## src/rtl/core/bbpd_pkg.sv

```systemverilog
package bbpd_pkg;

  localparam int unsigned MAX_WIDTH  = 8192;
  localparam int unsigned MAX_HEIGHT = 8192;

  localparam logic [26:0] COUNT_MAX = 27'h7FF_FFFF;
  // 100 percent in Q8 units
  localparam logic [14:0] PCT_SCALE = 15'd25600;

  localparam logic [13:0] WIDTH_RST  = 14'd2480;
  localparam logic [13:0] HEIGHT_RST = 14'd3508;
  localparam logic [12:0] MARGIN_RST = 13'd0;
  localparam logic [14:0] THR_RST    = 15'd256;

  localparam int unsigned QUEUE_DEPTH = 4;

  typedef enum logic [1:0] {
    CFG_WIDTH  = 2'd0,
    CFG_HEIGHT = 2'd1,
    CFG_MARGIN = 2'd2,
    CFG_THR    = 2'd3
  } bbpd_cfg_idx_t;

  typedef struct packed {
    logic [13:0] image_width;
    logic [13:0] image_height;
    logic [12:0] margin_pixels;
    logic [14:0] threshold_q8;
  } bbpd_cfg_t;

  // One classified byte: dark pixels that count, and end of frame
  typedef struct packed {
    logic [3:0] add;
    logic       last;
  } bbpd_item_t;

  function automatic logic [13:0] eff_width(input logic [13:0] w);
    logic [13:0] r;
    r = w;
    if (w == 14'd0) r = 14'd1;
    else if (w > 14'(MAX_WIDTH)) r = 14'(MAX_WIDTH);
    return r;
  endfunction

  function automatic logic [13:0] eff_height(input logic [13:0] h);
    logic [13:0] r;
    r = h;
    if (h == 14'd0) r = 14'd1;
    else if (h > 14'(MAX_HEIGHT)) r = 14'(MAX_HEIGHT);
    return r;
  endfunction

endpackage

```

## src/rtl/core/bilevel_blank_page_detector.sv

```systemverilog
// Bytes are taken at one per cycle while the 4-entry queue between the front and back has room.
// With the queue empty and the output free, out_valid rises once the transfer of a frame's
// last byte has passed the queue, accumulate, two multiply stages and compare into output reg.
// Each frame end leaves the back without pops through MUL1, MUL2 and OUT, longer if the output
// stalls; with bytes back to back the queue fills and the input stalls at frame ends.
// Reset (rst_n low, synchronous) clears position, count, queue, output valid; loads defaults.
module bilevel_blank_page_detector
  import bbpd_pkg::*;
(
  input  logic        clk,
  input  logic        rst_n,
  input  logic        in_valid,
  output logic        in_ready,
  input  logic [7:0]  in_pixel_byte,
  output logic        out_valid,
  input  logic        out_ready,
  output logic [26:0] out_dark_pixel_count,
  output logic        out_page_is_empty,
  input  logic        cfg_valid,
  output logic        cfg_ready,
  input  logic [1:0]  cfg_index,
  input  logic [15:0] cfg_data
);

  bbpd_cfg_t  cfg_r, cfg_nxt;
  bbpd_item_t push_item, pop_item;
  logic       q_push, q_full, q_pop, q_valid;

  assign cfg_ready = 1'b1;

  always_comb begin
    cfg_nxt = cfg_r;
    if (cfg_valid) begin
      unique case (bbpd_cfg_idx_t'(cfg_index))
        CFG_WIDTH:  cfg_nxt.image_width   = cfg_data[13:0];
        CFG_HEIGHT: cfg_nxt.image_height  = cfg_data[13:0];
        CFG_MARGIN: cfg_nxt.margin_pixels = cfg_data[12:0];
        CFG_THR:    cfg_nxt.threshold_q8  = cfg_data[14:0];
        default:    cfg_nxt = cfg_r;
      endcase
    end
  end

  always_ff @(posedge clk) begin
    if (!rst_n) begin
      cfg_r.image_width   <= WIDTH_RST;
      cfg_r.image_height  <= HEIGHT_RST;
      cfg_r.margin_pixels <= MARGIN_RST;
      cfg_r.threshold_q8  <= THR_RST;
    end else begin
      cfg_r <= cfg_nxt;
    end
  end

  bbpd_front u_front (
    .clk           (clk),
    .rst_n         (rst_n),
    .cfg           (cfg_r),
    .in_valid      (in_valid),
    .in_ready      (in_ready),
    .in_pixel_byte (in_pixel_byte),
    .q_full        (q_full),
    .q_push        (q_push),
    .q_item        (push_item)
  );

  bbpd_queue u_queue (
    .clk       (clk),
    .rst_n     (rst_n),
    .push      (q_push),
    .push_item (push_item),
    .full      (q_full),
    .pop       (q_pop),
    .pop_valid (q_valid),
    .pop_item  (pop_item)
  );

  bbpd_back u_back (
    .clk                  (clk),
    .rst_n                (rst_n),
    .cfg                  (cfg_r),
    .q_valid              (q_valid),
    .q_item               (pop_item),
    .q_pop                (q_pop),
    .out_valid            (out_valid),
    .out_ready            (out_ready),
    .out_dark_pixel_count (out_dark_pixel_count),
    .out_page_is_empty    (out_page_is_empty)
  );

endmodule

```

## src/rtl/core/bbpd_front.sv

```systemverilog
module bbpd_front
  import bbpd_pkg::*;
(
  input  logic        clk,
  input  logic        rst_n,
  input  bbpd_cfg_t   cfg,
  input  logic        in_valid,
  output logic        in_ready,
  input  logic [7:0]  in_pixel_byte,
  input  logic        q_full,
  output logic        q_push,
  output bbpd_item_t  q_item
);

  logic [12:0] row_r, row_nxt;
  logic [9:0]  col_r, col_nxt;

  logic [13:0] w_eff, h_eff;
  logic [10:0] stride;
  logic [12:0] m;
  logic [9:0]  mb;
  logic [14:0] w_sum;
  logic        row_in, col_in, col_end, row_end;
  logic [3:0]  dark;

  assign in_ready = !q_full;
  assign q_push   = in_valid && in_ready;

  always_comb begin
    w_eff   = eff_width(cfg.image_width);
    h_eff   = eff_height(cfg.image_height);
    w_sum   = {1'b0, w_eff} + 15'd7;
    stride  = w_sum[13:3];
    m       = {cfg.margin_pixels[12:3], 3'b000};
    mb      = cfg.margin_pixels[12:3];
    row_in  = (row_r >= m) && (({2'b00, row_r} + {2'b00, m}) < {1'b0, h_eff});
    col_in  = (col_r >= mb) && (({2'b00, col_r} + {2'b00, mb}) < {1'b0, stride});
    col_end = ({1'b0, col_r} + 11'd1) >= stride;
    row_end = ({1'b0, row_r} + 14'd1) >= h_eff;
    dark = 4'd0;
    for (int i = 0; i < 8; i++) begin
      dark = dark + {3'b000, ~in_pixel_byte[i]};
    end
    q_item.add  = (row_in && col_in) ? dark : 4'd0;
    q_item.last = col_end && row_end;

    row_nxt = row_r;
    col_nxt = col_r;
    if (q_push) begin
      if (col_end) begin
        col_nxt = 10'd0;
        row_nxt = row_end ? 13'd0 : row_r + 13'd1;
      end else begin
        col_nxt = col_r + 10'd1;
      end
    end
  end

  always_ff @(posedge clk) begin
    if (!rst_n) begin
      row_r <= '0;
      col_r <= '0;
    end else begin
      row_r <= row_nxt;
      col_r <= col_nxt;
    end
  end

endmodule

```

## src/rtl/core/bbpd_queue.sv

```systemverilog
module bbpd_queue
  import bbpd_pkg::*;
(
  input  logic       clk,
  input  logic       rst_n,
  input  logic       push,
  input  bbpd_item_t push_item,
  output logic       full,
  input  logic       pop,
  output logic       pop_valid,
  output bbpd_item_t pop_item
);

  localparam int unsigned PW = $clog2(QUEUE_DEPTH);

  bbpd_item_t      mem_r [QUEUE_DEPTH];
  logic [PW-1:0]   wr_r, wr_nxt, rd_r, rd_nxt;
  logic [PW:0]     cnt_r, cnt_nxt;
  logic            do_pop;

  assign full      = cnt_r == (PW+1)'(QUEUE_DEPTH);
  assign pop_valid = cnt_r != '0;
  assign pop_item  = mem_r[rd_r];
  assign do_pop    = pop && pop_valid;

  always_comb begin
    wr_nxt  = push ? wr_r + 1'b1 : wr_r;
    rd_nxt  = do_pop ? rd_r + 1'b1 : rd_r;
    cnt_nxt = cnt_r + (PW+1)'(push) - (PW+1)'(do_pop);
  end

  always_ff @(posedge clk) begin
    if (push) mem_r[wr_r] <= push_item;
  end

  always_ff @(posedge clk) begin
    if (!rst_n) begin
      wr_r  <= '0;
      rd_r  <= '0;
      cnt_r <= '0;
    end else begin
      wr_r  <= wr_nxt;
      rd_r  <= rd_nxt;
      cnt_r <= cnt_nxt;
    end
  end

endmodule

```

## src/rtl/core/bbpd_back.sv

```systemverilog
module bbpd_back
  import bbpd_pkg::*;
(
  input  logic        clk,
  input  logic        rst_n,
  input  bbpd_cfg_t   cfg,
  input  logic        q_valid,
  input  bbpd_item_t  q_item,
  output logic        q_pop,
  output logic        out_valid,
  input  logic        out_ready,
  output logic [26:0] out_dark_pixel_count,
  output logic        out_page_is_empty
);

  typedef enum logic [3:0] {
    ST_ACC  = 4'b0001,
    ST_MUL1 = 4'b0010,
    ST_MUL2 = 4'b0100,
    ST_OUT  = 4'b1000
  } bbpd_state_t;

  bbpd_state_t state_r, state_nxt;
  logic [26:0] total_r, total_nxt;
  logic [26:0] res_r, res_nxt;
  logic [42:0] lhs_r, lhs_nxt;
  logic [27:0] wh_r, wh_nxt;
  logic [42:0] rhs_r, rhs_nxt;
  logic        ov_r, ov_nxt;
  logic [26:0] cnt_r, cnt_nxt;
  logic        empty_r, empty_nxt;
  logic [27:0] sum;
  logic [26:0] sat;

  assign out_valid            = ov_r;
  assign out_dark_pixel_count = cnt_r;
  assign out_page_is_empty    = empty_r;

  always_comb begin
    sum       = {1'b0, total_r} + {24'd0, q_item.add};
    sat       = sum[27] ? COUNT_MAX : sum[26:0];
    state_nxt = state_r;
    total_nxt = total_r;
    res_nxt   = res_r;
    lhs_nxt   = lhs_r;
    wh_nxt    = wh_r;
    rhs_nxt   = rhs_r;
    ov_nxt    = ov_r && !out_ready;
    cnt_nxt   = cnt_r;
    empty_nxt = empty_r;
    q_pop     = 1'b0;
    unique case (state_r)
      ST_ACC: begin
        q_pop = q_valid;
        if (q_valid) begin
          if (q_item.last) begin
            res_nxt   = sat;
            total_nxt = '0;
            state_nxt = ST_MUL1;
          end else begin
            total_nxt = sat;
          end
        end
      end
      ST_MUL1: begin
        lhs_nxt   = {16'd0, res_r} * {28'd0, PCT_SCALE};
        wh_nxt    = {14'd0, eff_width(cfg.image_width)} *
                    {14'd0, eff_height(cfg.image_height)};
        state_nxt = ST_MUL2;
      end
      ST_MUL2: begin
        rhs_nxt   = {28'd0, cfg.threshold_q8} * {15'd0, wh_r};
        state_nxt = ST_OUT;
      end
      ST_OUT: begin
        // wait for the output register to drain
        if (!ov_r || out_ready) begin
          ov_nxt    = 1'b1;
          cnt_nxt   = res_r;
          empty_nxt = lhs_r < rhs_r;
          state_nxt = ST_ACC;
        end
      end
      default: state_nxt = ST_ACC;
    endcase
  end

  always_ff @(posedge clk) begin
    if (!rst_n) begin
      state_r <= ST_ACC;
      total_r <= '0;
      ov_r    <= 1'b0;
    end else begin
      state_r <= state_nxt;
      total_r <= total_nxt;
      ov_r    <= ov_nxt;
    end
  end

  always_ff @(posedge clk) begin
    res_r   <= res_nxt;
    lhs_r   <= lhs_nxt;
    wh_r    <= wh_nxt;
    rhs_r   <= rhs_nxt;
    cnt_r   <= cnt_nxt;
    empty_r <= empty_nxt;
  end

endmodule

```

## config.mk

```make
export PLATFORM = sky130hd
export DESIGN_NAME = bilevel_blank_page_detector
export DESIGN_NICKNAME = d
export VERILOG_FILES = /design/src/rtl/core/bbpd_pkg.sv /design/src/rtl/core/bilevel_blank_page_detector.sv /design/src/rtl/core/bbpd_front.sv /design/src/rtl/core/bbpd_queue.sv /design/src/rtl/core/bbpd_back.sv
export SDC_FILE = /design/constraint.sdc
export NUM_CORES = 2
export LEC_CHECK = 0
export BUFFER_PORTS_ARGS = -buffer_cell sky130_fd_sc_hd__buf_2
export CELL_PAD_IN_SITES_DETAIL_PLACEMENT = 1
export CELL_PAD_IN_SITES_GLOBAL_PLACEMENT = 2
export CORE_MARGIN = 2
export CORE_UTILIZATION = 35
export CTS_BUF_LIST = sky130_fd_sc_hd__clkbuf_16
export DETAILED_ROUTE_END_ITERATION = 8
export PLACE_DENSITY = 0.69
export SKIP_CTS_REPAIR_TIMING = 1
export SLEW_MARGIN = 20
export SYNTH_ARGS = -nofsm -noshare
export SYNTH_HDL_FRONTEND = slang
export SYNTH_SLANG_ARGS = --single-unit
```

## constraint.sdc

```tcl
create_clock -name clk -period 19.55 [get_ports clk]
set_clock_uncertainty 0.05 [all_clocks]
set_input_delay 3.91 -clock clk [delete_from_list [all_inputs] [get_ports clk]]
set_output_delay 3.91 -clock clk [all_outputs]
set_load 0.005 [all_outputs]
```

### Yosys cells after proc, flatten, opt, wreduce, memory -nomap -nowiden

Memory sizes are Yosys's and may differ from the RTL's. A register that Yosys moved wholly into a read port is not among the register bits.
Cells that the tools add are included.

* flip-flop bits (word level): 276
* output and inout bits: 31
* input port bits: 31
* bits in writable memories: 20
* memories kept: 1

Memory list
* u_queue.mem_r: words 4, bits a word 5, read ports 1, clocked after memory_dff 1, wr ports 1, RTL line bbpd_queue.sv:16 `bbpd_item_t mem_r [QUEUE_DEPTH];`

* mux-type cells: 22
* bitwise gates (word level): 8
* reductions and logical operators: 24
* equality and inequality tests: 11
* multiply operators: 3
* $lt $le $gt $ge: 9
* add/sub/neg operators: 19

Operators with widths (number)
* 2-to-1 mux 14 bit: 6
* 2-to-1 mux 27 bit: 2
* less-than comparator 42 x 43 -> 1 bit: 1
* multiplier 15 x 28 -> 43 bit: 1
* multiplier 27 x 5 -> 32 bit, second input constant: 1
* adder 27 x 4 -> 28 bit: 1
* greater-than comparator 14 bit, second input constant: 2
* zero test 14 bit: 2
* multiplier 14 x 14 -> 28 bit: 1
* adder 4 x 1 -> 4 bit: 6
* 2-to-1 mux 4 bit: 4
* one-hot mux 4 bit (4 select lines): 1
* less-than comparator 15 x 14 -> 1 bit: 1
* adder 13 x 1 -> 14 bit, second input constant: 1
* adder 13 x 13 -> 14 bit: 1
* adder 14 x 3 -> 14 bit, second input constant: 1
* greater-or-equal comparator 14 bit: 1
* AND reduction 2 bit: 7
* adder 13 x 1 -> 13 bit, second input constant: 1
* greater-or-equal comparator 13 bit: 1
* 2-to-1 mux 13 bit: 1
* less-than comparator 12 x 11 -> 1 bit: 1
* adder 10 x 1 -> 11 bit, second input constant: 1
* adder 10 x 10 -> 11 bit: 1
* other kinds (26): 50

### Logic depth before layout (Yosys ltp)

* depth after elaboration: 9
* mapped depth: 28

### Modules after synthesis

From an unflattened synthesis, not the netlist that was laid out.

* cell total of the unflattened synthesis: 4170
* area total of the unflattened synthesis: 38654.6 um^2

Modules (own cells, without submodules)
* bbpd_back: cells each 3291, area an instance 30714.5 um^2, instances 1, seq. area each 5385.2 um^2
* bbpd_front: cells each 593, area an instance 4551.9 um^2, instances 1, seq. area each 460.4 um^2
* bilevel_blank_page_detector: cells each 215, area an instance 2187.1 um^2, instances 1, seq. area each 1121.1 um^2
* bbpd_queue: cells each 71, area an instance 1201.2 um^2, instances 1, seq. area each 780.7 um^2

### Least setup slack after synthesis

OpenSTA, ideal clock, no wires.

* path type: reg2reg
* start: register u_back.state_r[0]
* end: register u_back.state_r[0]
* setup time: 0.424 ns
* stages on the path, launching flop included: 3
* data arrival time: 7.246 ns
* data required time: 19.076 ns
* path slack: 11.830 ns
* clock period less this slack: 7.720 ns
* cell sequence: dfxtp_1 > nor4b_1 > o311ai_0

* longest elaborated chain between the ends: 3
* elaborated cells on any way between the ends: 9
* those cells by class: 7 x eq/ne; 1 x mux; 1 x reduce/logical

RTL lines
* start: declaration: RTL line bbpd_back.sv:23 `bbpd_state_t state_r, state_nxt;`
* start signal: assignment: RTL line bbpd_back.sv:94 `state_r <= state_nxt;`
* equality test 4 bit / equality test 4 x 1 -> 1 bit (equally long branches): RTL line bbpd_back.sv:52 `unique case (state_r)`
* inequality test 2 x 1 -> 1 bit (no source line) / inequality test 2 bit (equally long branches)
* AND reduction 3 bit (no source line)

Parallel ways exist; a longest one is shown, timed or not.
A chain may end at the register's enable or synchronous reset.

### Worst setup path after layout

* start: register cfg_r[34] in the netlist's numbering
* end: register u_back.wh_r[27], data pin

* longest elaborated chain between the ends: 5
* elaborated cells on any way between the ends: 6
* those cells by class: 1 x mul; 1 x order compare; 3 x mux; 1 x reduce/logical

RTL lines
* start: declaration: RTL line bilevel_blank_page_detector.sv:25 `bbpd_cfg_t cfg_r, cfg_nxt;`
* start signal: assignment: RTL line bilevel_blank_page_detector.sv:51 `cfg_r <= cfg_nxt;`
* greater-than comparator 14 bit: RTL line bbpd_pkg.sv:49 `else if (h > 14'(MAX_HEIGHT)) r = 14'(MAX_HEIGHT);`
* 2-to-1 mux 14 bit: RTL line bbpd_pkg.sv:49
* 2-to-1 mux 14 bit *: RTL line bbpd_pkg.sv:48 `if (h == 14'd0) r = 14'd1;`
* 2-to-1 mux 14 bit *: RTL line bbpd_back.sv:52
* multiplier 14 x 14 -> 28 bit *: RTL line bbpd_back.sv:67 `wh_nxt = {14'd0, eff_width(cfg.image_width)} *`
* end signal: assignment: RTL line bbpd_back.sv:103 `wh_r <= wh_nxt;`
* end: declaration: RTL line bbpd_back.sv:27 `logic [27:0] wh_r, wh_nxt;`

Mark *: on every way between the ends. The rest lies on a longest branch, timed or not. The select of a mux whose other input is x is not followed.

==> impl_metrics.env <==
export IMPL_outcome="finished clean"
export IMPL_start_util_pct=35.2
export IMPL_drc=0
export IMPL_io_buffers=59
export IMPL_r2r_cells=26
export IMPL_grt_max_degree=81
export IMPL_cap_violations=0
export IMPL_fin_setup_tns_ns=0
export IMPL_dr_pass1_iters=4
export IMPL_rr_endpoint="u_back.wh_r[27]"
export IMPL_layout_common_cells="711 x inv_1, 562 x nand2_1, 507 x fa_1, 422 x ha_1, 200 x and2_1"
export IMPL_min_path_type="reg2reg"
export IMPL_die_x_um=329
export IMPL_netlist_area_um2=37000
export IMPL_synth_distinct_cells=84
export IMPL_synth_nets=4935
export IMPL_reg2reg_from="cfg_r[34]"
export IMPL_rrSetupSlack_ns=12.12
export IMPL_antenna_found_initial=2
export IMPL_synth_edff_count=178
export IMPL_cts_tree="done"
export IMPL_end_kind="flop"
export IMPL_hold_end="cfg_r[10]"
export IMPL_startpoint_type="flop"
export IMPL_antenna_left=0
export IMPL_grt_pass1_wl_mm=163
export IMPL_vias=26500
export IMPL_path_class="reg2reg"
export IMPL_antenna_cells=0
export IMPL_clk_pin_slew_ns=0.06
export IMPL_routed_wl_mm=100
export IMPL_grt_ovfl_total=0
export IMPL_area_growth_pct=7.97
export IMPL_numClockSinks=295
export IMPL_async_flop_share_pct=0
export IMPL_core_area_um2=105000
export IMPL_worstSkewPairLatency_ns=0.56
export IMPL_finalCritPeriodShare_pct=38.0
export IMPL_grt_pass1_vias=29300
export IMPL_h_tree_depth=2
export IMPL_io_pins=62
export IMPL_fin_area_um2=39900
export IMPL_cp_num_buf_inv=6
export IMPL_synth_ff_type="edfxtp_1"
export IMPL_rsz0062_at_grt="no"
export IMPL_synth_ff_latch_count=295
export IMPL_gp_congestion=0.810
export IMPL_yosysWarnings=0
export IMPL_final_common_cell="inv_1"
export IMPL_first_iter_violations=1080
export IMPL_synth_avg_cell_area_um2=9.31
export IMPL_cpPeakStageDelay_ns=0.55
export IMPL_critPathMaxFanout=14
export IMPL_clockRootBuffer="clkbuf_16"
export IMPL_ir_worst_vdd_v=0.000106
export IMPL_holdCritStartpoint="cfg_r[10]"
export IMPL_min_path_cells=2
export IMPL_fin_total_pwr_mw=4.41
export IMPL_post_dp_cell_area_um2=38800
export IMPL_critical_path_top_delay_family="adder cells"
export IMPL_hpwlAfterDp_mm=80.6
export IMPL_crit_slowest_cell="nand2_1"
export IMPL_leakage_nw=19.2
export IMPL_fmax_mhz=135
export IMPL_required_ns=19.82
export IMPL_num_nets_final=4925
export IMPL_wire_per_inst_um=18.6
export IMPL_slew_limit_headroom_pct=26.6
export IMPL_finalHoldViolCount=0
export IMPL_fin_crit_ns=7.43
export IMPL_row_count=119
export IMPL_cts_buffer_depth=3
export IMPL_tightest_slew_ns=1.10
export IMPL_grt_total_usage_pct=19.1
export IMPL_die_area_um2=108000
export IMPL_die_height_um=329
export IMPL_post_drt_via_cell_ratio=4.93
export IMPL_numCtsBuffers=38
export IMPL_critPathArrivalTime_ns=7.70
export IMPL_fin_util_pct=38.0
export IMPL_slew_viol_final=0
export IMPL_yosysSeqAreaShare_pct=20.8
export IMPL_powerDensity_nw_per_um2=110
export IMPL_netlist_instances=3975
export IMPL_setup_viol=0
export IMPL_layout_drive_gt1_share_pct=4.71
[area by class of cell]
type / instances / area (um^2)
Timing Repair Buffer: 101 / 611
Sequential cell: 295 / 7690
Inverter: 704 / 2640
Clock inverter: 26 / 176
Fill cell: 12200 / 65200
Clock buffer: 39 / 976
Multi-Input combinational cell: 2825 / 26100
Tap cell: 1391 / 1740
[worst max path at each step]
stage / startpoint / to / slack [ns] / cells after the start
6_report: cfg_r[34] / u_back.wh_r[27] / 12.12 / 26
5_1_grt: cfg_r[34] / u_back.wh_r[27] / 11.58 / 25
4_1_cts: cfg_r[34] / u_back.wh_r[27] / 11.97 / 26
3_5_place_dp: cfg_r[34] / u_back.wh_r[27] / 11.99 / 26
3_3_place_gp: cfg_r[34] / u_back.wh_r[27] / 12.09 / 26
2_1_floorplan: u_back.state_r[0] / u_back.state_r[0] / 11.83 / 2
[synthesized netlist by cell type (56+ instances only)]
cell type | instances | share of area (%)
edfxtp_1 | 178 | 14
and2_1 | 200 | 3.4
ha_1 | 422 | 14
nor2b_1 | 57 | 0.96
nor2_1 | 179 | 1.8
a21oi_1 | 139 | 1.9
xor2_1 | 56 | 1.3
inv_1 | 700 | 7.1
dfxtp_1 | 117 | 6.3
fa_1 | 507 | 27
nand2_1 | 562 | 5.7
clkbuf_1 | 143 | 1.5
xnor2_1 | 97 | 2.3
a21o_1 | 63 | 1.3
o21ai_0 | 79 | 1.1
[metrics by stage]
step | cells | setup slack (ns) | hold WS, ns
2_1_floorplan | 3975 | 11.83 | 0.402
3_3_place_gp | 5316 | 12.09 | 0.406
3_5_place_dp | 5316 | 11.99 | 0.413
4_1_cts | 5381 | 11.97 | 0.421
5_1_grt | 5381 | 11.58 | 0.450
6_report | 5381 | 12.12 | 0.417
[worst min-delay path, stage by stage, from the launching register on]
cell and delay (ns):
dfxtp_1 0.31, nand2_1 0.05, a21boi_0 0.06
[registers in the layout (all words and copies together), names as in the netlist, 3 cells and up, named ones only]
name / flops
u_back.state_r: 4
cfg_r: 53
u_front.col_r: 10
u_front.row_r: 13
u_back.lhs_r: 32
u_back.res_r: 27
u_queue.cnt_r: 3
u_back.out_dark_pixel_count: 27
u_queue.mem_r: 20
u_back.total_r: 27
u_back.rhs_r: 43
u_back.wh_r: 28
[power by group]
| part | internal [mW] | total [mW] | leakage (nW) | switching (mW) |
|---|---|---|---|---|
| Sequential | 0.880 | 0.974 | 2.57 | 0.0939 |
| Combinational | 1.16 | 2.77 | 16.0 | 1.61 |
| Clock | 0.387 | 0.672 | 0.609 | 0.286 |
[routing by layer]
layer	up-vias	track usage [%]	part of all wire, %
met5	-	0	0
met4	0	4.01	1.9
met3	90	1.82	2.4
met2	218	33.6	49
met1	13600	25.6	46
li1	12700	-	-
[cells by family (layout without fill, tap and decap cells)]
kind of cell               Yosys count  count (layout)  share of synthesized area (%)
AOI/OAI and AO/OA                  516             516                           9.23
xor gates and xnor gates           153             153                           3.62
adders and majority gates          929             929                           41.7
buffers and inverters              855             870                           8.69
DFF                                295             295                           20.8
muxes                                7               7                          0.328
other                                1               1                         0.0101
and+or+nand+nor                   1219            1219                           15.6
Power figures use the tool's default switching activity.
